File: src/rtl/core/cckb_pkg.sv
// ----------------------------------------------------------------------------
// Clipped color key blit package
// Shared widths, payload types, register indexes and a helper function.
// ----------------------------------------------------------------------------
package cckb_pkg;

    // Defaults for the top level parameters.
    localparam int PIXEL_BYTES_DEF = 4;
    localparam int MAX_DIM_DEF     = 4096;

    // Fixed field widths.
    localparam int POS_W   = 14;
    localparam int DIM_W   = 13;
    localparam int EDIM_W  = DIM_W + 1;
    localparam int CNT_W   = 13;
    localparam int IDX_W   = 24;
    localparam int PIX_W   = 32;
    localparam int CFG_A_W = 3;
    localparam int CFG_D_W = 32;

    localparam logic [CNT_W-1:0] CNT_MAX = '1;

    // Configuration register indexes.
    typedef enum logic [CFG_A_W-1:0] {
        REG_PLACE_X       = 3'd0,
        REG_PLACE_Y       = 3'd1,
        REG_SOURCE_WIDTH  = 3'd2,
        REG_SOURCE_HEIGHT = 3'd3,
        REG_TARGET_WIDTH  = 3'd4,
        REG_TARGET_HEIGHT = 3'd5,
        REG_KEY_COLOR     = 3'd6,
        REG_KEY_ENABLE    = 3'd7
    } t_cfg_index;

    // Input item.
    typedef struct packed {
        logic [PIX_W-1:0] pixel_value;
        logic             first_pixel;
    } t_pixel_in;

    // Result item.
    typedef struct packed {
        logic [IDX_W-1:0] target_index;
        logic [PIX_W-1:0] write_value;
    } t_pixel_out;

    // Register file contents as seen by the datapath.
    typedef struct packed {
        logic [POS_W-1:0] place_x;
        logic [POS_W-1:0] place_y;
        logic [DIM_W-1:0] source_width;
        logic [DIM_W-1:0] source_height;
        logic [DIM_W-1:0] target_width;
        logic [DIM_W-1:0] target_height;
        logic [PIX_W-1:0] key_color;
        logic             key_enable;
    } t_cfg;

    // Limit a dimension register to the largest supported dimension.
    function automatic logic [EDIM_W-1:0] f_dim(input logic [DIM_W-1:0] v,
                                                input logic [EDIM_W-1:0] max_dim);
        logic [EDIM_W-1:0] ext;
        ext = {1'b0, v};
        return (ext > max_dim) ? max_dim : ext;
    endfunction

endpackage

File: src/rtl/core/cckb_cfg_regs.sv
// ----------------------------------------------------------------------------
// Clipped color key blit configuration registers
// Holds the placement, image sizes and key settings written over the
// configuration channel.
// ----------------------------------------------------------------------------
module cckb_cfg_regs (
    input  logic                             i_clk,
    input  logic                             i_rst_n,
    input  logic                             i_cfg_valid,
    output logic                             o_cfg_ready,
    input  logic [cckb_pkg::CFG_A_W-1:0]     i_cfg_index,
    input  logic [cckb_pkg::CFG_D_W-1:0]     i_cfg_data,
    output cckb_pkg::t_cfg                   o_cfg
);

    cckb_pkg::t_cfg r_cfg;
    cckb_pkg::t_cfg n_cfg;

    // Writes are always taken.
    assign o_cfg_ready = 1'b1;

    // Decode the register index.
    always_comb begin
        n_cfg = r_cfg;
        if (i_cfg_valid) begin
            case (cckb_pkg::t_cfg_index'(i_cfg_index))
                cckb_pkg::REG_PLACE_X:
                    n_cfg.place_x = i_cfg_data[cckb_pkg::POS_W-1:0];
                cckb_pkg::REG_PLACE_Y:
                    n_cfg.place_y = i_cfg_data[cckb_pkg::POS_W-1:0];
                cckb_pkg::REG_SOURCE_WIDTH:
                    n_cfg.source_width = i_cfg_data[cckb_pkg::DIM_W-1:0];
                cckb_pkg::REG_SOURCE_HEIGHT:
                    n_cfg.source_height = i_cfg_data[cckb_pkg::DIM_W-1:0];
                cckb_pkg::REG_TARGET_WIDTH:
                    n_cfg.target_width = i_cfg_data[cckb_pkg::DIM_W-1:0];
                cckb_pkg::REG_TARGET_HEIGHT:
                    n_cfg.target_height = i_cfg_data[cckb_pkg::DIM_W-1:0];
                cckb_pkg::REG_KEY_COLOR:
                    n_cfg.key_color = i_cfg_data[cckb_pkg::PIX_W-1:0];
                cckb_pkg::REG_KEY_ENABLE:
                    n_cfg.key_enable = i_cfg_data[0];
                default: begin
                    n_cfg = r_cfg;
                end
            endcase
        end
    end

    // All registers clear at reset.
    always_ff @(posedge i_clk) begin
        if (!i_rst_n) begin
            r_cfg <= '0;
        end else begin
            r_cfg <= n_cfg;
        end
    end

    assign o_cfg = r_cfg;

endmodule

File: src/rtl/core/cckb_step.sv
// ----------------------------------------------------------------------------
// Clipped color key blit pixel step
// Raster counters, clip tests, key compare and destination index for one
// source pixel.
// ----------------------------------------------------------------------------
module cckb_step #(
    parameter int PIXEL_BYTES = cckb_pkg::PIXEL_BYTES_DEF,
    parameter int MAX_DIM     = cckb_pkg::MAX_DIM_DEF
) (
    input  logic                   i_clk,
    input  logic                   i_rst_n,
    input  cckb_pkg::t_cfg         i_cfg,
    input  logic                   i_accept,
    input  cckb_pkg::t_pixel_in    i_item,
    output logic                   o_res_valid,
    output cckb_pkg::t_pixel_out   o_res
);

    localparam int EW = cckb_pkg::EDIM_W;
    localparam int PW = cckb_pkg::POS_W;
    localparam int CW = cckb_pkg::CNT_W;
    localparam int XW = cckb_pkg::IDX_W;

    localparam logic [EW-1:0] MAX_D = EW'(MAX_DIM);
    localparam logic [cckb_pkg::PIX_W-1:0] PIX_MASK =
        (PIXEL_BYTES >= 4) ? {cckb_pkg::PIX_W{1'b1}}
                           : cckb_pkg::PIX_W'((64'd1 << (8 * PIXEL_BYTES)) - 64'd1);

    logic [CW-1:0] r_col;
    logic [CW-1:0] r_row;
    logic [XW-1:0] r_base;
    logic [CW-1:0] n_col;
    logic [CW-1:0] n_row;
    logic [XW-1:0] n_base;

    logic [EW-1:0]   sw_eff;
    logic [EW-1:0]   sh_eff;
    logic [EW-1:0]   tw_eff;
    logic [EW-1:0]   th_eff;
    logic signed [PW+EW:0] origin_prod;
    logic signed [PW+EW:0] origin_sum;
    logic [CW-1:0]   col_cur;
    logic [CW-1:0]   row_cur;
    logic [XW-1:0]   base_cur;
    logic [PW:0]     dx;
    logic [PW:0]     dy;
    logic            in_overlap;
    logic            keyed;
    logic [cckb_pkg::PIX_W-1:0] pix;
    logic [CW:0]     col_inc;
    logic            wrap;

    // Effective dimensions after limiting to the supported maximum.
    assign sw_eff = cckb_pkg::f_dim(i_cfg.source_width, MAX_D);
    assign sh_eff = cckb_pkg::f_dim(i_cfg.source_height, MAX_D);
    assign tw_eff = cckb_pkg::f_dim(i_cfg.target_width, MAX_D);
    assign th_eff = cckb_pkg::f_dim(i_cfg.target_height, MAX_D);

    // Destination index of the source origin, used to restart the row base.
    assign origin_prod = $signed(i_cfg.place_y) * $signed({1'b0, tw_eff});
    assign origin_sum  = origin_prod + (PW+EW+1)'($signed(i_cfg.place_x));

    // Counters as seen by the current item; the first pixel restarts them.
    assign col_cur  = i_item.first_pixel ? '0 : r_col;
    assign row_cur  = i_item.first_pixel ? '0 : r_row;
    assign base_cur = i_item.first_pixel ? origin_sum[XW-1:0] : r_base;

    // Position in the destination, one bit wider than the placement.
    assign dx = {i_cfg.place_x[PW-1], i_cfg.place_x} + (PW+1)'(col_cur);
    assign dy = {i_cfg.place_y[PW-1], i_cfg.place_y} + (PW+1)'(row_cur);

    // Clip on both images and both axes.
    assign in_overlap = ({1'b0, col_cur} < sw_eff) && ({1'b0, row_cur} < sh_eff) &&
                        !dx[PW] && (dx[PW-1:0] < tw_eff) &&
                        !dy[PW] && (dy[PW-1:0] < th_eff);

    // Color key compare on the pixel bits only.
    assign pix   = i_item.pixel_value & PIX_MASK;
    assign keyed = i_cfg.key_enable && (pix == (i_cfg.key_color & PIX_MASK));

    assign o_res_valid         = in_overlap && !keyed;
    assign o_res.target_index  = base_cur + XW'(col_cur);
    assign o_res.write_value   = pix;

    // Raster advance: wrap the column at the source width, saturate the row.
    always_comb begin
        col_inc = {1'b0, col_cur} + (CW+1)'(1);
        wrap    = col_inc >= (CW+1)'(sw_eff);
        n_col   = col_inc[CW-1:0];
        n_row   = row_cur;
        n_base  = base_cur;
        if (wrap) begin
            n_col  = '0;
            n_base = base_cur + XW'(tw_eff);
            if (row_cur != cckb_pkg::CNT_MAX) begin
                n_row = row_cur + CW'(1);
            end
        end
    end

    // Counter registers update once per accepted item.
    always_ff @(posedge i_clk) begin
        if (!i_rst_n) begin
            r_col  <= '0;
            r_row  <= '0;
            r_base <= '0;
        end else if (i_accept) begin
            r_col  <= n_col;
            r_row  <= n_row;
            r_base <= n_base;
        end
    end

    // The column counter never reaches the largest supported width.
    a_col_range: assert property (@(posedge i_clk) disable iff (!i_rst_n)
        (CW+1)'(r_col) < (CW+1)'(MAX_D))
        else $error("column counter out of range");

    // A first pixel leaves the row counter at zero or one.
    a_first_row: assert property (@(posedge i_clk) disable iff (!i_rst_n)
        i_accept && i_item.first_pixel |=> r_row <= CW'(1))
        else $error("row counter not restarted");

    // Without a first pixel the row counter never moves back.
    a_row_mono: assert property (@(posedge i_clk) disable iff (!i_rst_n)
        i_accept && !i_item.first_pixel |=> r_row >= $past(r_row))
        else $error("row counter moved back");

endmodule

File: src/rtl/core/clipped_color_key_blit_core.sv
// ----------------------------------------------------------------------------
// Clipped color key blit core
// Places a source image in a destination image, clips to the overlap and
// drops color-keyed pixels, emitting destination index and value.
// ----------------------------------------------------------------------------
// Usage:
//   Configuration is written over the cfg channel (index, data) while the
//   block is idle; writes are always accepted and take effect on the next
//   item. Source pixels enter in raster order on the input channel, with
//   first_pixel set on row 0, column 0 to restart the raster counters.
//   Each pixel inside the overlap and not matching an enabled key produces one
//   item on the output channel; other pixels produce nothing.
//   A result sits in the output register in the cycle after its pixel is
//   accepted. Throughput is one pixel per cycle while the receiver does not
//   stall, set by the combinational clip, key and index logic between the
//   input handshake and the output register. When the receiver stalls, the
//   output register holds its item and input ready drops until that item is
//   taken; an item is taken in the same cycle as the held one leaves.
//   Reset clears the configuration registers, the raster counters and the output valid.
// ----------------------------------------------------------------------------
module clipped_color_key_blit_core #(
    parameter int PIXEL_BYTES = cckb_pkg::PIXEL_BYTES_DEF,
    parameter int MAX_DIM     = cckb_pkg::MAX_DIM_DEF
) (
    input  logic                          i_clk,
    input  logic                          i_rst_n,
    input  logic                          i_cfg_valid,
    output logic                          o_cfg_ready,
    input  logic [cckb_pkg::CFG_A_W-1:0]  i_cfg_index,
    input  logic [cckb_pkg::CFG_D_W-1:0]  i_cfg_data,
    input  logic                          i_in_valid,
    output logic                          o_in_ready,
    input  cckb_pkg::t_pixel_in           i_in_item,
    output logic                          o_out_valid,
    input  logic                          i_out_ready,
    output cckb_pkg::t_pixel_out          o_out_item
);

    cckb_pkg::t_cfg       cfg;
    cckb_pkg::t_pixel_out res;
    logic                 res_valid;
    logic                 in_accept;

    logic                 r_out_valid;
    cckb_pkg::t_pixel_out r_out_item;

    // Configuration registers.
    cckb_cfg_regs u_cfg (
        .i_clk       (i_clk),
        .i_rst_n     (i_rst_n),
        .i_cfg_valid (i_cfg_valid),
        .o_cfg_ready (o_cfg_ready),
        .i_cfg_index (i_cfg_index),
        .i_cfg_data  (i_cfg_data),
        .o_cfg       (cfg)
    );

    // Input is taken whenever the output register is free or draining.
    assign o_in_ready = !r_out_valid || i_out_ready;
    assign in_accept  = i_in_valid && o_in_ready;

    // Per-pixel datapath and raster counters.
    cckb_step #(
        .PIXEL_BYTES (PIXEL_BYTES),
        .MAX_DIM     (MAX_DIM)
    ) u_step (
        .i_clk       (i_clk),
        .i_rst_n     (i_rst_n),
        .i_cfg       (cfg),
        .i_accept    (in_accept),
        .i_item      (i_in_item),
        .o_res_valid (res_valid),
        .o_res       (res)
    );

    // Output register.
    always_ff @(posedge i_clk) begin
        if (!i_rst_n) begin
            r_out_valid <= 1'b0;
        end else if (in_accept) begin
            r_out_valid <= res_valid;
        end else if (i_out_ready) begin
            r_out_valid <= 1'b0;
        end
    end

    always_ff @(posedge i_clk) begin
        if (in_accept) begin
            r_out_item <= res;
        end
    end

    assign o_out_valid = r_out_valid;
    assign o_out_item  = r_out_item;

    // A held result blocks the input until the receiver takes it.
    a_stall_block: assert property (@(posedge i_clk) disable iff (!i_rst_n)
        r_out_valid && !i_out_ready |-> !o_in_ready)
        else $error("input taken over a held result");

    // A result appears only after an accepted item.
    a_out_source: assert property (@(posedge i_clk) disable iff (!i_rst_n)
        $rose(r_out_valid) |-> $past(in_accept))
        else $error("result without an accepted item");

    // A delivered result with no new item leaves the output empty.
    a_drain: assert property (@(posedge i_clk) disable iff (!i_rst_n)
        r_out_valid && i_out_ready && !in_accept |=> !r_out_valid)
        else $error("result delivered twice");

endmodule

File: config.mk
export PLATFORM = sky130hd
export DESIGN_NAME = clipped_color_key_blit_core
export DESIGN_NICKNAME = d
export VERILOG_FILES = /design/src/rtl/core/cckb_pkg.sv /design/src/rtl/core/cckb_cfg_regs.sv /design/src/rtl/core/cckb_step.sv /design/src/rtl/core/clipped_color_key_blit_core.sv
export SDC_FILE = /design/constraint.sdc
export NUM_CORES = 1
export LEC_CHECK = 0
export ABC_CLOCK_PERIOD_IN_PS = 9600
export BUFFER_PORTS_ARGS = -buffer_cell sky130_fd_sc_hd__buf_2
export CAP_MARGIN = 30
export CORE_ASPECT_RATIO = 1.25
export CORE_UTILIZATION = 55
export CTS_CLUSTER_SIZE = 10
export DETAILED_ROUTE_END_ITERATION = 16
export PLACE_DENSITY = 0.73
export SKIP_CTS_REPAIR_TIMING = 1
export SYNTH_ARGS = -nofsm -noshare
export SYNTH_HDL_FRONTEND = slang
export SYNTH_HIERARCHICAL = 1
export SYNTH_SLANG_ARGS = --single-unit
File: constraint.sdc
create_clock -name i_clk -period 9.6 [get_ports i_clk]
set_clock_uncertainty 0.15 [all_clocks]
set_input_delay 1.44 -clock i_clk [delete_from_list [all_inputs] [get_ports i_clk]]
set_output_delay 1.44 -clock i_clk [all_outputs]
set_load 0.02 [all_outputs]
* Word-level counts from Yosys, hierarchy flattened *
Index checks and enable logic that the tools add are counted.

word-level totals
  register bits = 220
  bits of input ports = 73
  output and inout port bits = 59
  logic and storage cells = 76

cells by class
  add/sub/neg operators = 7
  $mul = 1
  magnitude comparators = 9
  equality and inequality tests = 9
  multiplexer cells = 13
  reduce and logical (&&, ||, !) cells = 23

operators by type and width
  kind                     count
  $mux W13                 9
  $gt A13 B13 Y1 const B   4
  $add A24 B14 Y24         2
  $mux W24                 2
  $eq A32 B32 Y1           1
  $add A14 B14 Y15         2
  $lt A13 B14 Y1           2
  $lt A14 B14 Y1           2
  $add A24 B13 Y24         1
  $mul A14 B14 Y24         1
  $reduce_and A2 Y1        8
  $add A13 B1 Y14 const B  1
  $ge A14 B14 Y1           1
  $add A13 B1 Y13 const B  1
  $ne A13 B13 Y1 const B   1
  $eq A3 B3 Y1 const B     4
  $logic_and A1 B1 Y1      8
  $eq A3 B2 Y1 const B     2
  $logic_not A1 Y1         4
  $eq A3 B1 Y1 const B     1
  $logic_not A3 Y1         1
  $mux W1                  2
  $reduce_bool A2 Y1       1
  $logic_or A1 B1 Y1       1

* Depth between registers and ports, before layout *
  word-level depth = 10
  gate-level depth with buffers = 33

* By module *
The synthesis kept the hierarchy.

modules (own cells, without submodules)
  module                       instances  cells an instance  area each (µm²)  sequential area each (µm²)
  cckb_step                    1          1767               14408.8          1001.0
  cckb_cfg_regs                1          414                4189.0           2262.2
  clipped_color_key_blit_core  1          61                 1739.2           1701.6

* Worst setup path before layout *
OpenSTA, ideal clock, no wires.

  path type = reg2reg
  start = register u_cfg.r_cfg, in the netlist u_cfg/o_cfg[58]
  end = register u_step.r_base[23]
  arrival time = 7.648 ns
  setup slack = 1.740 ns
  stages on the path, launching flop included = 33
  buffers on the path = 2
  period minus slack after synthesis = 7.860 ns
  path through = dfxtp_1 -> clkbuf_1 -> nor2b_1 -> clkbuf_1 -> and2_1 -> fa_1 -> inv_1 -> fa_1 -> inv_1 -> fa_1 -> inv_1 -> fa_1 -> inv_1 -> fa_1 -> inv_1 -> fa_1 -> inv_1 -> ha_1 -> or3_1 -> o21ai_0 -> xor2_1 -> a21oi_1 -> ha_1 -> and3_1 -> and3_1 -> and3_1 -> o31a_1 -> o22ai_1 -> nor4_1 -> nand2_1 -> or3b_1 -> a21o_1 -> nand3_1

between the ends
  longest elaborated chain between the ends = 7

RTL lines
  element                 line                 RTL
  start, declared         cckb_cfg_regs.sv:16  cckb_pkg::t_cfg r_cfg;
  start signal, assigned  cckb_cfg_regs.sv:55  r_cfg <= n_cfg;
  $gt A13 B13 Y1          cckb_pkg.sv:64       return (ext > max_dim) ? max_dim : ext;
  $mux W13 *              cckb_pkg.sv:64
  $mul A14 B14 Y24        cckb_step.sv:60      assign origin_prod = $signed(i_cfg.place_y) * $signed({1'b0, tw_eff});
  $add A24 B14 Y24        cckb_step.sv:61      assign origin_sum = origin_prod + (PW+EW+1)'($signed(i_cfg.place_x));
  $mux W24                cckb_step.sv:66      assign base_cur = i_item.first_pixel ? origin_sum[XW-1:0] : r_base;
  $add A24 B14 Y24        cckb_step.sv:94      n_base = base_cur + XW'(tw_eff);
  $mux W24 *              cckb_step.sv:92      if (wrap) begin
  end signal, assigned    cckb_step.sv:110     r_base <= n_base;
  end, declared           cckb_step.sv:31      logic [XW-1:0] r_base;

Every way passes the cells marked *; elsewhere a longest branch is shown, timed or not.
A chain may end at the register's enable or synchronous reset.

* Final worst setup path *
Same ends and word-level chain as after synthesis.

==> metrics.md <==
| Metric | Value |
|---|---|
| Status | finished clean |
| Distinct cell type count after synthesis | 81 |
| Tightest Pin Transition | 1.00 ns |
| Die Y | 217 um |
| Commonest non-fill, non-tap cell in the layout | nand2_1 |
| Inserted Diodes | 0 |
| Crit path largest cell delay | ~0.56 ns |
| Max Clk Rate | 118 MHz |
| R2R Path Start | u_cfg/o_cfg[58]$_SDFFE_PN0P_ |
| Setup CP Type | flop to flop |
| Yosys reg bits | between 200 and 250 |
| Async SR Flop Fraction | 0% |
| Final Wtd Congestion | 0.919 |
| Ys Warns | 6 |
| Bufs on Longest Clock Path | 3 |
| Minimum clock period | 8.50 ns |
| Power Total | 2.25 mW |
| Via count of the routed design | 15,800 |
| Slowest cell on crit path | dfxtp_1 |
| Leak | 10.7 nW |
| Vias in the first global route | 16,700 |
| Most frequent cells in the layout | 310 x nand2_1, 230 x inv_1, 178 x ha_1 |
| H-tree Lvls | 1 |
| Post-synth EDFFs | 56 |
| DP Wirelength | 38,400 um |
| Filler cells | 3,092 |
| Final core occ | 60.3% |
| Die Wd | 174 um |
| Layout Nets | between 2,000 and 3,000 |
| Total global routing track utilization | 27.9% |
| Critical path arrival | 8.87 ns |
| Vias per inst | 5.66 |
| Antenna violations before repair | 0 |
| WL/cell | 18.2 um |
| Flop2flop setup slack | 1.10 ns |
| Synthesized instance count | between 2,000 and 2,500 |
| Routed Antenna Nets | 0 |
| Largest net degree at the start of global routing | 83 |
| Pwr/cell area | slightly above 100 mW/mm^2 |
| Clock Tree Root | clkbuf_16 |
| Worst setup EP type | flop |
| Ys flop type | dfxtp_1 |
| Area growth syn-to-layout | 7.92% |
| Max capacitance violation total | 0 |
| First-pass GRT wire length | ~84,000 um |
| IO buf count | 130 |
| Sequential fraction of the synthesis area | 24.4% |
| WHS Path Cells | 2 |
| Worst Path Buf+Inv | 8 |
| Row count | 78 |
| Clk_lat worst skew | about 0.57 ns |
| Die footprint | between 0.03 and 0.04 mm^2 |
| Critical path's top delay family | adder cells |
| Share of cells above drive strength 1 | under 10% |
| CP Data Required Time | 9.97 ns |
| Clk slew on worst S/H paths | roughly 0.060 ns |
| DRT iter0 DRCs | 958 |
| Worst IR Drop VDD | 0.000117 V |
| Endpoints failing setup | 0 |
| Syn Area/Cell | a little over 9 um^2 |
| Initial DRT Pass Iterations | 6 |
| Sink Count | 220 |
| Post-Route WL | around 50,000 um |
| Final hold violations | 0 |
| RSZ-0062 raised after global routing | false |
| CTS tree | built |
| Max-Slew Margin vs Limit | 33.0% |
| Fin crit share | 88.6% |
| Hold Crit Class | flop to flop |
| Slew Limit Fails | 0 |
| Top-Level Pins | 132 |
| Core Area | 0.0364 mm^2 |
| Congestion Overflow GR | 0 |
| Startpoint types | flop |
| Critical path fanouts, max | 22 |
| Reg2reg end | u_step/r_base[23]$_SDFFE_PN0P_ |
| CTS Buf Count | 27 |
| Mapped Nets | 2,666 |
| HP Start | u_cfg/o_cfg[46]$_SDFFE_PN0P_ |
| Post-synthesis cell area | 0.0203 mm^2 |
| Starting Density | 55.9% |
| Setup TNS | 0 ns |
| DRC | 0 |
| Worst-case hold path end point | u_cfg/o_cfg[46]$_SDFFE_PN0P_ |
| Worst Reg-to-Reg Cells | 32 |
==> registers in the layout, summed over array words and instances, names as in the netlist <==
name / cells
o_out_item: 56
u_step/r_row: 13
o_out_valid: 1
u_cfg/o_cfg: 113
u_step/r_base: 24
u_step/r_col: 13
==> report_power, final <==
part	internal (mW)	switching [mW]	leakage (nW)
Combinational	0.107	0.188	8.38
Sequential	0.984	0.0213	1.89
Clock	0.543	0.407	0.387
==> stage by stage <==
stage | std cells | hold slack (ns) | cell area (um^2) | worst slack, ns
after floorplan | 2242 | 0.284 | 20300 | 1.74
after global routing | 2793 | 0.336 | 21900 | 0.525
after detailed placement | 2747 | 0.298 | 21100 | 1.14
after CTS | 2792 | 0.313 | 21900 | 1.12
final | 2793 | 0.309 | 21900 | 1.10
after global placement | 2746 | 0.296 | 21100 | 1.27
==> tightest hold or removal path, stage by stage, from the launching register on <==
cell and delay (ns):
dfxtp_1 0.30, nand2_1 0.05, mux2i_1 0.06
==> routing by layer <==
| layer | GRT usage (%) | vias up | routed length [um] |
|---|---|---|---|
| li1 | - | 7508 | - |
| met1 | 33.5 | 7739 | 20900 |
| met2 | 49.9 | 432 | 25300 |
| met3 | 2.92 | 116 | 2220 |
| met4 | 13.2 | 0 | 2350 |
| met5 | 0 | - | 0 |
==> cell families after synthesis <==
family	after synthesis	synth area share [%]
simple gates	763	18.7
mux	134	6.65
fa+ha+maj	351	28.0
compound gates	277	8.84
flops	220	24.4
xor+xnor	138	5.94
buf+inv	358	7.43
other cells	1	0.0184
==> Yosys cell counts (22+ instances only) <==
library cell / instances / area (um^2)
a21o_1: 34 / 255
dfxtp_1: 164 / 3280
o21ai_0: 49 / 245
fa_1: 173 / 3460
nor2b_1: 53 / 332
nand2b_1: 22 / 138
nand2_1: 310 / 1160
nor3_1: 23 / 115
clkbuf_1: 69 / 259
buf_4: 33 / 248
nor2_1: 100 / 375
a21oi_1: 89 / 445
xnor2_1: 92 / 806
mux2i_1: 125 / 1250
inv_1: 230 / 863
xor2_1: 46 / 403
ha_1: 178 / 2230
edfxtp_1: 56 / 1680
nand3_1: 37 / 185
and2_1: 123 / 769
==> layout make-up <==
class | count | area, um^2 | area share (%)
multi-input cells | 1664 | 13900 | 63.2
clock buffers | 42 | 762 | 3.47
flip-flops and latches | 220 | 4960 | 22.6
clock inverters | 3 | 35.0 | 0.160
well taps | 480 | 601 | 2.74
repair buffers | 154 | 841 | 3.83
inverters | 230 | 863 | 3.93
==> worst max-delay path by stage <==
| stage | from | end | slack [ns] | cells after the start |
|---|---|---|---|---|
| final | u_cfg/o_cfg[58]$_SDFFE_PN0P_ | u_step/r_base[23]$_SDFFE_PN0P_ | 1.10 | 32 |
| after detailed placement | u_cfg/o_cfg[58]$_SDFFE_PN0P_ | u_step/r_base[23]$_SDFFE_PN0P_ | 1.14 | 29 |
| after floorplan | u_cfg/o_cfg[58]$_SDFFE_PN0P_ | u_step/r_base[23]$_SDFFE_PN0P_ | 1.74 | 32 |
| after global placement | u_cfg/o_cfg[58]$_SDFFE_PN0P_ | o_out_item[55]$_DFFE_PP_ | 1.27 | 29 |
| after global routing | u_cfg/o_cfg[58]$_SDFFE_PN0P_ | o_out_item[55]$_DFFE_PP_ | 0.53 | 29 |
| after CTS | u_cfg/o_cfg[58]$_SDFFE_PN0P_ | u_step/r_base[23]$_SDFFE_PN0P_ | 1.12 | 29 |
No activity file was read; power rests on OpenSTA's default activity.
